### src/fwq_pkg.sv
`default_nettype none
package fwq_pkg;
    localparam int WAITERS  = 16;
    localparam int BUCKETS  = 64;
    localparam int ID_W     = $clog2(WAITERS);
    localparam int LINK_W   = $clog2(WAITERS + 1);
    localparam int BKT_W    = (BUCKETS > 1) ? $clog2(BUCKETS) : 1;
    localparam int HASH_SHIFT = 14;

    localparam logic [LINK_W-1:0] EMPTY = LINK_W'(WAITERS);

    localparam logic [6:0]  OP_MASK        = 7'h7F;
    localparam logic [6:0]  OP_WAIT        = 7'd0;
    localparam logic [6:0]  OP_WAKE        = 7'd1;
    localparam logic [6:0]  OP_WAIT_MASKED = 7'd9;
    localparam logic [6:0]  OP_WAKE_MASKED = 7'd10;
    localparam logic [31:0] MATCH_ANY      = 32'hFFFF_FFFF;

    localparam logic [2:0] ST_OK       = 3'd0;
    localparam logic [2:0] ST_INVALID  = 3'd1;
    localparam logic [2:0] ST_FAULT    = 3'd2;
    localparam logic [2:0] ST_AGAIN    = 3'd3;
    localparam logic [2:0] ST_TIMEDOUT = 3'd4;
    localparam logic [2:0] ST_NOSYS    = 3'd5;
    localparam logic [2:0] ST_QUEUED   = 3'd6;
    localparam logic [2:0] ST_BUSY     = 3'd7;

    // slot memory write request
    typedef struct packed {
        logic              we_full;
        logic              we_link;
        logic [ID_W-1:0]   idx;
        logic [63:0]       address;
        logic [31:0]       mask;
        logic [LINK_W-1:0] link;
    } t_slot_wr;

    // slot memory read data
    typedef struct packed {
        logic [63:0]       address;
        logic [31:0]       mask;
        logic [LINK_W-1:0] link;
    } t_slot_rd;

    // bucket head memory write request
    typedef struct packed {
        logic              we;
        logic [BKT_W-1:0]  idx;
        logic [LINK_W-1:0] head;
    } t_bkt_wr;

    // bucket index from the futex address
    function automatic logic [BKT_W-1:0] bucket_of(input logic [63:0] a);
        logic [31:0] h;
        h = 32'((a >> 2) ^ (a >> HASH_SHIFT));
        return BKT_W'(h % BUCKETS);
    endfunction
endpackage
`default_nettype wire

### src/fwq_if.sv
`default_nettype none
interface fwq_req_if;
    logic        valid;
    logic        ready;
    logic        req_type;
    logic [7:0]  futex_op;
    logic [3:0]  waiter_id;
    logic [63:0] addr;
    logic [31:0] value;
    logic [31:0] word_now;
    logic        word_ok;
    logic        timeout_fault;
    logic [31:0] match_mask;
    modport source(output valid, req_type, futex_op, waiter_id, addr, value, word_now,
                   word_ok, timeout_fault, match_mask, input ready);
    modport sink(input valid, req_type, futex_op, waiter_id, addr, value, word_now,
                 word_ok, timeout_fault, match_mask, output ready);
endinterface

interface fwq_res_if;
    logic       valid;
    logic       ready;
    logic [2:0] status;
    logic [3:0] target_id;
    logic [4:0] wake_count;
    logic       last;
    modport source(output valid, status, target_id, wake_count, last, input ready);
    modport sink(input valid, status, target_id, wake_count, last, output ready);
endinterface
`default_nettype wire

### src/fwq_slot_ram.sv
`default_nettype none
module fwq_slot_ram (
    input  wire logic                    i_clk,
    input  wire fwq_pkg::t_slot_wr       i_wr,
    input  wire logic                    i_re,
    input  wire logic [fwq_pkg::ID_W-1:0] i_raddr,
    output fwq_pkg::t_slot_rd            o_rd
);
    import fwq_pkg::*;

    logic [95:0]       r_data [WAITERS];
    logic [LINK_W-1:0] r_link [WAITERS];
    t_slot_rd          r_rd;

    // address and mask written on queueing, link also on unlink
    always_ff @(posedge i_clk) begin
        if (i_wr.we_full) begin
            r_data[i_wr.idx] <= {i_wr.address, i_wr.mask};
        end
        if (i_wr.we_full || i_wr.we_link) begin
            r_link[i_wr.idx] <= i_wr.link;
        end
    end

    // registered read, held while not enabled
    always_ff @(posedge i_clk) begin
        if (i_re) begin
            r_rd <= {r_data[i_raddr], r_link[i_raddr]};
        end
    end

    assign o_rd = r_rd;
endmodule
`default_nettype wire

### src/fwq_bucket_ram.sv
`default_nettype none
module fwq_bucket_ram (
    input  wire logic                      i_clk,
    input  wire logic                      i_rst_n,
    input  wire fwq_pkg::t_bkt_wr          i_wr,
    input  wire logic                      i_re,
    input  wire logic [fwq_pkg::BKT_W-1:0] i_raddr,
    output logic [fwq_pkg::LINK_W-1:0]     o_head
);
    import fwq_pkg::*;

    logic [LINK_W-1:0] r_mem [BUCKETS];
    logic [BUCKETS-1:0] r_vld;
    logic [LINK_W-1:0] r_rd;
    logic              r_rd_vld;

    // head storage
    always_ff @(posedge i_clk) begin
        if (i_wr.we) begin
            r_mem[i_wr.idx] <= i_wr.head;
        end
        if (i_re) begin
            r_rd <= r_mem[i_raddr];
        end
    end

    // written marks, an unwritten bucket reads as empty
    always_ff @(posedge i_clk) begin
        if (!i_rst_n) begin
            r_vld    <= '0;
            r_rd_vld <= 1'b0;
        end else begin
            if (i_wr.we) begin
                r_vld[i_wr.idx] <= 1'b1;
            end
            if (i_re) begin
                r_rd_vld <= r_vld[i_raddr];
            end
        end
    end

    assign o_head = r_rd_vld ? r_rd : EMPTY;
endmodule
`default_nettype wire

### src/futex_wait_queue_table_unit.sv
`default_nettype none
// channel | direction | contents
// i_req   | in        | req_type futex_op waiter_id addr value word_now word_ok
//         |           | timeout_fault match_mask
// o_res   | out       | status target_id wake_count last
//
// Wait, invalid and unknown ops need no list walk. A wake or a timeout
// walks its bucket list in the slot memory, reading and then checking one
// entry at a time, for at most WAITERS entries.
// Reset clears the busy flags and the bucket marks at once; no sweep.
// A stalled output holds the walk; a new item is taken once all results
// of the current one are in the output register.
module futex_wait_queue_table_unit (
    input  wire logic i_clk,
    input  wire logic i_rst_n,
    fwq_req_if.sink   i_req,
    fwq_res_if.source o_res
);
    import fwq_pkg::*;

    typedef enum logic [9:0] {
        S_IDLE  = 10'b0000000001,
        S_T_RD  = 10'b0000000010,
        S_T_ADR = 10'b0000000100,
        S_W_RD  = 10'b0000001000,
        S_W_WR  = 10'b0000010000,
        S_H_RD  = 10'b0000100000,
        S_H_CHK = 10'b0001000000,
        S_S_RD  = 10'b0010000000,
        S_S_CHK = 10'b0100000000,
        S_FINAL = 10'b1000000000
    } t_state;

    t_state             r_state, n_state;
    logic [WAITERS-1:0] r_busy, n_busy;
    logic               r_tmo, n_tmo;
    logic [ID_W-1:0]    r_id, n_id;
    logic [63:0]        r_a, n_a;
    logic [31:0]        r_val, n_val;
    logic [31:0]        r_mask, n_mask;
    logic [BKT_W-1:0]   r_b, n_b;
    logic [LINK_W-1:0]  r_cur, n_cur;
    logic [LINK_W-1:0]  r_prev, n_prev;
    logic [LINK_W-1:0]  r_steps, n_steps;
    logic [4:0]         r_woken, n_woken;
    logic [2:0]         r_st, n_st;
    logic [4:0]         r_cnt, n_cnt;

    logic               r_ovld, n_ovld;
    logic [2:0]         r_ost, n_ost;
    logic [3:0]         r_otid, n_otid;
    logic [4:0]         r_ocnt, n_ocnt;
    logic               r_olast, n_olast;

    t_slot_wr          slot_wr;
    t_slot_rd          slot_rd;
    logic              slot_re;
    logic [ID_W-1:0]   slot_raddr;
    t_bkt_wr           bkt_wr;
    logic              bkt_re;
    logic [LINK_W-1:0] bkt_head;

    logic              out_free;
    logic              accept;
    logic [6:0]        cmd;
    logic [31:0]       in_mask;
    logic              hit;
    logic              walk_end;

    fwq_slot_ram u_slot (
        .i_clk   (i_clk),
        .i_wr    (slot_wr),
        .i_re    (slot_re),
        .i_raddr (slot_raddr),
        .o_rd    (slot_rd)
    );

    fwq_bucket_ram u_bkt (
        .i_clk   (i_clk),
        .i_rst_n (i_rst_n),
        .i_wr    (bkt_wr),
        .i_re    (bkt_re),
        .i_raddr (r_b),
        .o_head  (bkt_head)
    );

    assign i_req.ready = (r_state == S_IDLE);
    assign accept      = i_req.valid && i_req.ready;
    assign out_free    = !r_ovld || o_res.ready;
    assign cmd         = i_req.futex_op[6:0] & OP_MASK;
    assign in_mask     = (cmd == OP_WAIT || cmd == OP_WAKE) ? MATCH_ANY : i_req.match_mask;

    // entry match: own slot for a timeout, address and mask for a wake
    assign hit = r_tmo ? (r_cur == {1'b0, r_id})
                       : ((slot_rd.address == r_a) && ((slot_rd.mask & r_mask) != '0));
    assign walk_end = (r_cur == EMPTY) || (r_steps == LINK_W'(WAITERS))
                      || (!r_tmo && ({27'd0, r_woken} >= r_val));

    // sequencer
    always_comb begin
        n_state = r_state;
        n_busy  = r_busy;
        n_tmo   = r_tmo;
        n_id    = r_id;
        n_a     = r_a;
        n_val   = r_val;
        n_mask  = r_mask;
        n_b     = r_b;
        n_cur   = r_cur;
        n_prev  = r_prev;
        n_steps = r_steps;
        n_woken = r_woken;
        n_st    = r_st;
        n_cnt   = r_cnt;
        n_ovld  = r_ovld && !o_res.ready;
        n_ost   = r_ost;
        n_otid  = r_otid;
        n_ocnt  = r_ocnt;
        n_olast = r_olast;
        slot_wr = '0;
        slot_re = 1'b0;
        slot_raddr = r_id;
        bkt_wr  = '0;
        bkt_re  = 1'b0;

        case (r_state)
            S_IDLE: begin
                if (accept) begin
                    n_tmo   = i_req.req_type;
                    n_id    = i_req.waiter_id;
                    n_a     = i_req.addr;
                    n_val   = i_req.value;
                    n_mask  = in_mask;
                    n_b     = bucket_of(i_req.addr);
                    n_cnt   = '0;
                    n_woken = '0;
                    n_state = S_FINAL;
                    if (i_req.req_type) begin
                        if (r_busy[i_req.waiter_id]) begin
                            n_state = S_T_RD;
                        end else begin
                            n_st = ST_INVALID;
                        end
                    end else if (cmd == OP_WAIT || cmd == OP_WAIT_MASKED) begin
                        if (r_busy[i_req.waiter_id]) begin
                            n_st = ST_BUSY;
                        end else if (in_mask == '0) begin
                            n_st = ST_INVALID;
                        end else if (i_req.timeout_fault || !i_req.word_ok) begin
                            n_st = ST_FAULT;
                        end else if (i_req.word_now != i_req.value) begin
                            n_st = ST_AGAIN;
                        end else begin
                            n_state = S_W_RD;
                        end
                    end else if (cmd == OP_WAKE || cmd == OP_WAKE_MASKED) begin
                        if (in_mask == '0) begin
                            n_st = ST_INVALID;
                        end else begin
                            n_state = S_H_RD;
                        end
                    end else begin
                        n_st = ST_NOSYS;
                    end
                end
            end
            // timeout: fetch the waiter's address to find its bucket
            S_T_RD: begin
                slot_re = 1'b1;
                n_state = S_T_ADR;
            end
            S_T_ADR: begin
                n_b     = bucket_of(slot_rd.address);
                n_state = S_H_RD;
            end
            // wait: push the waiter at the head of its bucket
            S_W_RD: begin
                bkt_re  = 1'b1;
                n_state = S_W_WR;
            end
            S_W_WR: begin
                slot_wr.we_full = 1'b1;
                slot_wr.idx     = r_id;
                slot_wr.address = r_a;
                slot_wr.mask    = r_mask;
                slot_wr.link    = bkt_head;
                bkt_wr.we       = 1'b1;
                bkt_wr.idx      = r_b;
                bkt_wr.head     = {1'b0, r_id};
                n_busy[r_id]    = 1'b1;
                n_st            = ST_QUEUED;
                n_state         = S_FINAL;
            end
            // list walk
            S_H_RD: begin
                bkt_re  = 1'b1;
                n_prev  = EMPTY;
                n_steps = '0;
                n_state = S_H_CHK;
            end
            S_H_CHK: begin
                n_cur   = bkt_head;
                n_state = S_S_RD;
            end
            S_S_RD: begin
                if (walk_end) begin
                    n_state = S_FINAL;
                    if (r_tmo) begin
                        n_busy[r_id] = 1'b0;
                        n_st         = ST_TIMEDOUT;
                    end else begin
                        n_st  = ST_OK;
                        n_cnt = r_woken;
                    end
                end else begin
                    slot_re    = 1'b1;
                    slot_raddr = r_cur[ID_W-1:0];
                    n_state    = S_S_CHK;
                end
            end
            S_S_CHK: begin
                if (!hit) begin
                    n_prev  = r_cur;
                    n_cur   = slot_rd.link;
                    n_steps = r_steps + 1'b1;
                    n_state = S_S_RD;
                end else if (r_tmo || out_free) begin
                    // unlink the entry
                    if (r_prev == EMPTY) begin
                        bkt_wr.we   = 1'b1;
                        bkt_wr.idx  = r_b;
                        bkt_wr.head = slot_rd.link;
                    end else begin
                        slot_wr.we_link = 1'b1;
                        slot_wr.idx     = r_prev[ID_W-1:0];
                        slot_wr.link    = slot_rd.link;
                    end
                    n_busy[r_cur[ID_W-1:0]] = 1'b0;
                    if (r_tmo) begin
                        n_st    = ST_TIMEDOUT;
                        n_state = S_FINAL;
                    end else begin
                        n_ovld  = 1'b1;
                        n_ost   = ST_OK;
                        n_otid  = r_cur[ID_W-1:0];
                        n_ocnt  = '0;
                        n_olast = 1'b0;
                        n_woken = r_woken + 1'b1;
                        n_cur   = slot_rd.link;
                        n_steps = r_steps + 1'b1;
                        n_state = S_S_RD;
                    end
                end
            end
            S_FINAL: begin
                if (out_free) begin
                    n_ovld  = 1'b1;
                    n_ost   = r_st;
                    n_otid  = r_id;
                    n_ocnt  = r_cnt;
                    n_olast = 1'b1;
                    n_state = S_IDLE;
                end
            end
            default: begin
                n_state = S_IDLE;
            end
        endcase
    end

    // control registers
    always_ff @(posedge i_clk) begin
        if (!i_rst_n) begin
            r_state <= S_IDLE;
            r_busy  <= '0;
            r_ovld  <= 1'b0;
        end else begin
            r_state <= n_state;
            r_busy  <= n_busy;
            r_ovld  <= n_ovld;
        end
    end

    // working and output payload
    always_ff @(posedge i_clk) begin
        r_tmo   <= n_tmo;
        r_id    <= n_id;
        r_a     <= n_a;
        r_val   <= n_val;
        r_mask  <= n_mask;
        r_b     <= n_b;
        r_cur   <= n_cur;
        r_prev  <= n_prev;
        r_steps <= n_steps;
        r_woken <= n_woken;
        r_st    <= n_st;
        r_cnt   <= n_cnt;
        r_ost   <= n_ost;
        r_otid  <= n_otid;
        r_ocnt  <= n_ocnt;
        r_olast <= n_olast;
    end

    assign o_res.valid      = r_ovld;
    assign o_res.status     = r_ost;
    assign o_res.target_id  = r_otid;
    assign o_res.wake_count = r_ocnt;
    assign o_res.last       = r_olast;
endmodule
`default_nettype wire

### src/flat_wrapper.sv
// flat-port wrapper written by rule: the top's interface ports become plain ports
module futex_wait_queue_table_unit_flat import fwq_pkg::*;
  (i_clk, i_rst_n, i_req_valid, i_req_req_type, i_req_futex_op, i_req_waiter_id, i_req_addr, i_req_value, i_req_word_now, i_req_word_ok, i_req_timeout_fault, i_req_match_mask, i_req_ready, o_res_valid, o_res_status, o_res_target_id, o_res_wake_count, o_res_last, o_res_ready);
  fwq_req_if i_req_i ();
  fwq_res_if o_res_i ();
  input  wire logic i_clk;
  input  wire logic i_rst_n;
  input wire logic [$bits(i_req_i.valid)-1:0] i_req_valid;
  input wire logic [$bits(i_req_i.req_type)-1:0] i_req_req_type;
  input wire logic [$bits(i_req_i.futex_op)-1:0] i_req_futex_op;
  input wire logic [$bits(i_req_i.waiter_id)-1:0] i_req_waiter_id;
  input wire logic [$bits(i_req_i.addr)-1:0] i_req_addr;
  input wire logic [$bits(i_req_i.value)-1:0] i_req_value;
  input wire logic [$bits(i_req_i.word_now)-1:0] i_req_word_now;
  input wire logic [$bits(i_req_i.word_ok)-1:0] i_req_word_ok;
  input wire logic [$bits(i_req_i.timeout_fault)-1:0] i_req_timeout_fault;
  input wire logic [$bits(i_req_i.match_mask)-1:0] i_req_match_mask;
  output wire logic [$bits(i_req_i.ready)-1:0] i_req_ready;
  output wire logic [$bits(o_res_i.valid)-1:0] o_res_valid;
  output wire logic [$bits(o_res_i.status)-1:0] o_res_status;
  output wire logic [$bits(o_res_i.target_id)-1:0] o_res_target_id;
  output wire logic [$bits(o_res_i.wake_count)-1:0] o_res_wake_count;
  output wire logic [$bits(o_res_i.last)-1:0] o_res_last;
  input wire logic [$bits(o_res_i.ready)-1:0] o_res_ready;
  assign i_req_i.valid = i_req_valid;
  assign i_req_i.req_type = i_req_req_type;
  assign i_req_i.futex_op = i_req_futex_op;
  assign i_req_i.waiter_id = i_req_waiter_id;
  assign i_req_i.addr = i_req_addr;
  assign i_req_i.value = i_req_value;
  assign i_req_i.word_now = i_req_word_now;
  assign i_req_i.word_ok = i_req_word_ok;
  assign i_req_i.timeout_fault = i_req_timeout_fault;
  assign i_req_i.match_mask = i_req_match_mask;
  assign i_req_ready = i_req_i.ready;
  assign o_res_valid = o_res_i.valid;
  assign o_res_status = o_res_i.status;
  assign o_res_target_id = o_res_i.target_id;
  assign o_res_wake_count = o_res_i.wake_count;
  assign o_res_last = o_res_i.last;
  assign o_res_i.ready = o_res_ready;
  futex_wait_queue_table_unit u_core (.i_clk(i_clk), .i_rst_n(i_rst_n), .i_req(i_req_i), .o_res(o_res_i));
endmodule
### config.mk
export PLATFORM = sky130hd
export DESIGN_NAME = futex_wait_queue_table_unit_flat
export DESIGN_NICKNAME = d
export VERILOG_FILES = /design/src/fwq_pkg.sv /design/src/fwq_if.sv /design/src/fwq_slot_ram.sv /design/src/fwq_bucket_ram.sv /design/src/futex_wait_queue_table_unit.sv /design/src/flat_wrapper.sv
export SDC_FILE = /design/constraint.sdc
export NUM_CORES = 2
export LEC_CHECK = 0
export ABC_AREA = 1
export BUFFER_PORTS_ARGS = -buffer_cell sky130_fd_sc_hd__buf_2
export CAP_MARGIN = 10
export CORE_MARGIN = 2
export CORE_UTILIZATION = 45
export CTS_BUF_LIST = sky130_fd_sc_hd__clkbuf_2
export CTS_CLUSTER_DIAMETER = 200
export DETAILED_ROUTE_END_ITERATION = 8
export SKIP_LAST_GASP = 1
export SYNTH_ARGS = -nofsm -noshare
export SYNTH_HDL_FRONTEND = slang
export SYNTH_SLANG_ARGS = --single-unit
### constraint.sdc
create_clock -name i_clk -period 36.3 [get_ports i_clk]
set_clock_uncertainty 0.2 [all_clocks]
set_input_delay 9.075 -clock i_clk [delete_from_list [all_inputs] [get_ports i_clk]]
set_output_delay 9.075 -clock i_clk [all_outputs]
set_load 0.005 [all_outputs]
# Word-level counts from Yosys, hierarchy flattened

Memory sizes are Yosys's and may differ from the RTL's. A register that Yosys moved wholly into a read port is not among the register bits.
Index checks and enable logic that the tools add are counted.

Bits in registers: 272
Memory bits (writable): 1936
Bits of input ports: 179
Output and inout bits: 15
Logic and storage cells: 242
Memories: 3

Add/subtract/negate cells: 2
$lt $le $gt $ge: 9
Equal/unequal tests: 34
Mux-type cells: 121
Bitwise logic cells: 9
Reduce and logical (&&, ||, !) cells: 43

Memory list:

| memory               | depth | width | rd ports | clocked after Yosys merged registers in | write ports | RTL line             | source |
|---|---|---|---|---|---|---|---|
| u_core.u_slot.r_data | 16    | 96    | 1        | 1                                       | 1           | fwq_slot_ram.sv:11   | `logic [95:0] r_data [WAITERS];` |
| u_core.u_bkt.r_mem   | 64    | 5     | 1        | 1                                       | 1           | fwq_bucket_ram.sv:12 | `logic [LINK_W-1:0] r_mem [BUCKETS];` |
| u_core.u_slot.r_link | 16    | 5     | 1        | 1                                       | 1           | fwq_slot_ram.sv:12   | `logic [LINK_W-1:0] r_link [WAITERS];` |

Operators by type and width:

| kind               | count |
|---|---|
| $mux 10            | 15 |
| $mux 5             | 24 |
| $pmux 10 s10       | 1 |
| $mux 96            | 1 |
| $pmux 5 s2         | 7 |
| $eq 64x64->1       | 1 |
| $mux 16            | 4 |
| $or 64x64->64      | 1 |
| $mux 3             | 19 |
| $pmux 16 s3        | 1 |
| $mux 12            | 3 |
| $and 16x16->16     | 2 |
| $and 32x32->32     | 1 |
| $ge 5x32->1        | 1 |
| $logic_not 32->1   | 1 |
| $mux 32            | 1 |
| $ne 32x32->1       | 1 |
| $not 16->16        | 2 |
| $reduce_bool 32->1 | 1 |
| $mux 1             | 24 |
| $mux 4             | 6 |
| $pmux 12 s2        | 1 |
| $or 16x16->16      | 1 |
| $pmux 4 s2         | 2 |
| 47 further kinds   | 97 |

# Logic depth before layout (Yosys ltp)

Word-level depth: 11
Mapped depth: 20
Depth with buffers taken out: 18

# Hierarchy

Synthesis repeated with hierarchy kept, for this count alone.

Cells, all modules: 9873
Area, all modules: 100457.6 µm²

Modules (own cells, without submodules):

| module                      | times used | cells each | area each (µm²) |
|---|---|---|---|
| fwq_slot_ram                | 1          | 6667       | 72010.3 |
| fwq_bucket_ram              | 1          | 1474       | 15847.7 |
| futex_wait_queue_table_unit | 1          | 1732       | 12599.6 |

# Worst setup path after synthesis

OpenSTA, ideal clock, no wires.

Path kind: input port to flip-flop
From: in o_res_ready
To: mem u_core.u_slot.r_data[1][0] (enable)
Data arrival time: 16.824 ns
Required time: 35.432 ns
Path slack: 18.608 ns
Stages on the path: 9
Path through: nor2_1 -> inv_1 -> nor2_1 -> inv_1 -> nand2_1 -> o21ai_0 -> inv_1 -> nand2_1 -> nor3_1

Cells in the longest elaborated chain, start to end: 5

Ends and longest elaborated chain:

| element          | RTL line                           | source |
|---|---|---|
| from (decl)      | flat_wrapper.sv:24                 | `input wire logic [$bits(o_res_i.ready)-1:0] o_res_ready;` |
| $logic_or 1x1->1 | futex_wait_queue_table_unit.sv:89  | `assign out_free = !r_ovld \|\| o_res.ready;` |
| $logic_or 1x1->1 | futex_wait_queue_table_unit.sv:227 | `end else if (r_tmo \|\| out_free) begin` |
| $mux 5           | futex_wait_queue_table_unit.sv:227 |  |
| $mux 5           | futex_wait_queue_table_unit.sv:222 | `if (!hit) begin` |
| $pmux 4 s2       | futex_wait_queue_table_unit.sv:126 | `case (r_state)` |
| to (decl)        | fwq_slot_ram.sv:11                 |  |

Every way passes these cells.

# Worst setup path in the final report

From: in o_res_ready
To: mem u_core.u_slot.r_data[1][7] (enable)

The elaborated chain is that of the path after synthesis.

==> reports/results.ini <==
[status]
status = finished clean

[worst_setup_path]
crit_fanout = 47
crit_family = buffers and inverters
cp-start-kind = primary input
cpMostUsedCell = inv_1
reg2reg_to = u_core.u_slot.r_data[1][7]
max_stage_delay_ns = 1.02
crit_required_ns = 37.46
reg2reg_depth = 13
cpMaxStageDelayCell = buf_4
critPathKind = in2reg
crit_buf_inv = 6
rr_startpoint = u_core.r_a[20]
cp-end-kind = flop
path_cells = buf_2 -> nor2_1 -> inv_1 -> nor2_1 -> inv_1 -> nand2_1 -> o21ai_0 -> inv_1 -> nand2_1 -> nor3_2 -> buf_4 -> buf_4
reg2reg_slack_ns = 28.25
worst_ep_arrival_time_ns = 14.17

[pwr]
powerDensity_nw_per_um2 = 51.47
total_power_uw = 5501
vdd_drop_max_mv = 0.03530
p_leak_uw = 0.04496

[route]
met2_wirelength_mm = 123.5
vias = 67230
avgRoutedWirePerCell_um = 20.26
final_antenna_net_count = 0
drtIter0Drc = 6382
wl_mm = 261.7
routed.top_layer = met4
vias_per_cell = 5.204
wl_met3_mm = 18.32
drc = 0
wirelength_met1_mm = 111.3
first_pass_iters = 8

[clocking]
cts_tree = yes
cts.sinks = 2314
clock_latency_ns = 1.92
cts-resized-gates = 0
hold_buffers = 0
htreeDepth = 6
numCtsBuffers = 616
cts_root_buf = clkbuf_2
cts_setup_buffers = 0
cts.clk_slew.worst_paths_ns = 0.09
clock_path_buffers = 4

[placed_design]
post-dp-hpwl_mm = 125.8
place.gp.congestion = 0.8265
io_buffers = 192

[synthesis]
synthTopCellsByCount = nand2_1 (2,639), edfxtp_1 (2,222), inv_1 (1,254)
synth_warnings = 0
synth_nets = 9406
syn_avg_cell_area_um2 = 10.64
synthMostInstantiatedCell = nand2_1
synth-edff-count = 2222
ys.flop_type = edfxtp_1
syn_area_um2 = 98070
synth_cell_types = 47
synth_top_area_share_pct = 68.04
synth-seq-cells = 2314
ys_top_cells_by_area = edfxtp_1 (68%), nand2_1 (10%), nand3_1 (5.5%)
synth_largest_area_cell = edfxtp_1
syn_inst = 9219
ys_seq_area_share_pct = 69.91
async_flop_share_pct = 0

[die]
start_util_pct = 45.21
core_area_um2 = 217000
die_h_um = 470.8
ioPinCount = 194
rows = 171
die_area_um2 = 221700
die_w_um = 470.8

[worst_hold_path]
holdPathStages = 2
hold_path_startpoint = u_core.u_bkt.r_vld[54]
hold_path_end = u_core.u_bkt.r_vld[54]
hold_path.class = reg2reg

[sta]
final_hold_viol_count = 0
tightest_slew_ns = 1.321
slew_violations = 0
setup_viol = 0
timing.final.crit_share_pct = 35.84
setup_tns_ns = 0
rsz0062_at_grt = no
fmax_mhz = 76.86
slew_headroom_pct = 11.91
min_period_ns = 13.01

[cells_and_area]
nets = 9836
syn_to_final_growth_pct = 8.965
fin_util_pct = 49.26
layout-drive-gt1-share_pct = 12.68

[grt]
grtUsageTotal_pct = 23.21
grt_pass1_vias = 64630
grt_overflow = 0
grt_first_pass_wirelength_mm = 391.7
grt_max_degree = 228
antenna_found_initial = 6

[run]
maxCapViolCount = 0

[through the flow]
step	instances	cell area [µm²]	setup WS, ns	hold slack (ns)
detailed placement	11890	101700	21.70	0.2406
global placement	11890	101700	21.80	0.2348
global route	12920	106900	23.30	0.2734
floorplan	9219	98070	18.61	0.2268
CTS	12920	106900	23.28	0.2548
finish	12920	106900	23.29	0.2536
[worst max path at each step]
| stage | startpoint | depth (start not counted) | slack [ns] | end |
|---|---|---|---|---|
| detailed placement | o_res_ready | 12 | 21.70 | u_core.u_slot.r_data[1][21] |
| CTS | u_core.r_state[2] | 7 | 23.28 | i_req_ready |
| global route | o_res_ready | 12 | 23.30 | u_core.u_slot.r_data[1][42] |
| global placement | o_res_ready | 12 | 21.80 | u_core.u_slot.r_data[1][25] |
| floorplan | o_res_ready | 9 | 18.61 | u_core.u_slot.r_data[1][0] |
| finish | o_res_ready | 12 | 23.29 | u_core.u_slot.r_data[1][7] |
[routing by layer]
| metal | vias up | GRT usage (%) |
|---|---|---|
| met5 | - | 0 |
| met4 | 0 | 9.512 |
| met3 | 514 | 3.985 |
| met2 | 2590 | 37.48 |
| met1 | 32220 | 31.19 |
| li1 | 31910 | - |
[flip-flops by register name, summed over array words and instances, names as in the netlist, 6 cells and up]
signal	count
u_core.u_slot.r_data	1536
u_core.u_slot.r_link	80
u_core.r_a	64
u_core.u_slot.o_rd	101
u_core.r_state	10
u_core.r_busy	16
u_core.u_bkt.r_mem	320
u_core.r_b	6
u_core.r_mask	32
u_core.r_val	32
u_core.u_bkt.r_vld	64
[worst register-to-register path: cells and delay by family, from the launching register on]
| kind | cells | cell delay [ns] |
|---|---|---|
| compound gates | 2 | 1.12 |
| xor+xnor | 1 | 0.16 |
| buf+inv | 2 | 1.99 |
| flops | 1 | 0.46 |
| simple gates | 8 | 3.52 |
[logic make-up after synthesis]
family | synth area share, %
XOR/XNOR | 0.2500
flip-flops | 69.91
adder cells (fa/ha/maj) | 0.1021
AND/OR/NAND/NOR | 18.76
AO/OA/AOI/OAI | 4.076
buffers and inverters | 6.903
[cell type report]
class | instances | area (µm²)
fill | 19780 | 110100
sequential | 2314 | 68570
multi-input combinational | 5179 | 22950
inverter | 1262 | 4766
clock buffer | 906 | 4534
tap | 2854 | 3571
timing repair buffer | 276 | 1817
clock inverter | 125 | 649.4
antenna | 3 | 7.507
[cells in the final DEF (no fill, tap or decap), types with 5 or more instances in the layout]
master,instances
a21oi_1,69
buf_12,18
buf_2,192
buf_4,66
bufinv_16,5
clkbuf_2,906
clkinv_1,93
clkinv_2,11
clkinvlp_4,7
dfxtp_1,92
edfxtp_1,2222
ha_1,8
inv_1,1250
inv_2,14
nand2_1,2638
nand3_1,1073
nand3b_1,5
nand4_1,28
nor2_1,641
nor3_1,27
nor3_2,16
nor4_1,6
o211ai_1,111
o21a_1,8
o21ai_0,323
o21ai_4,6
o221ai_1,14
o22ai_1,109
o311ai_0,10
or2_0,6
or2_2,6
xnor2_1,10
xor2_1,18
[report_power, final]
part           switching (µW)  internal [µW]  total [µW]
logic                     573            217         791
registers                29.2           2940        2970
clock network            1050            693        1740
Power figures use the tool's default switching activity.
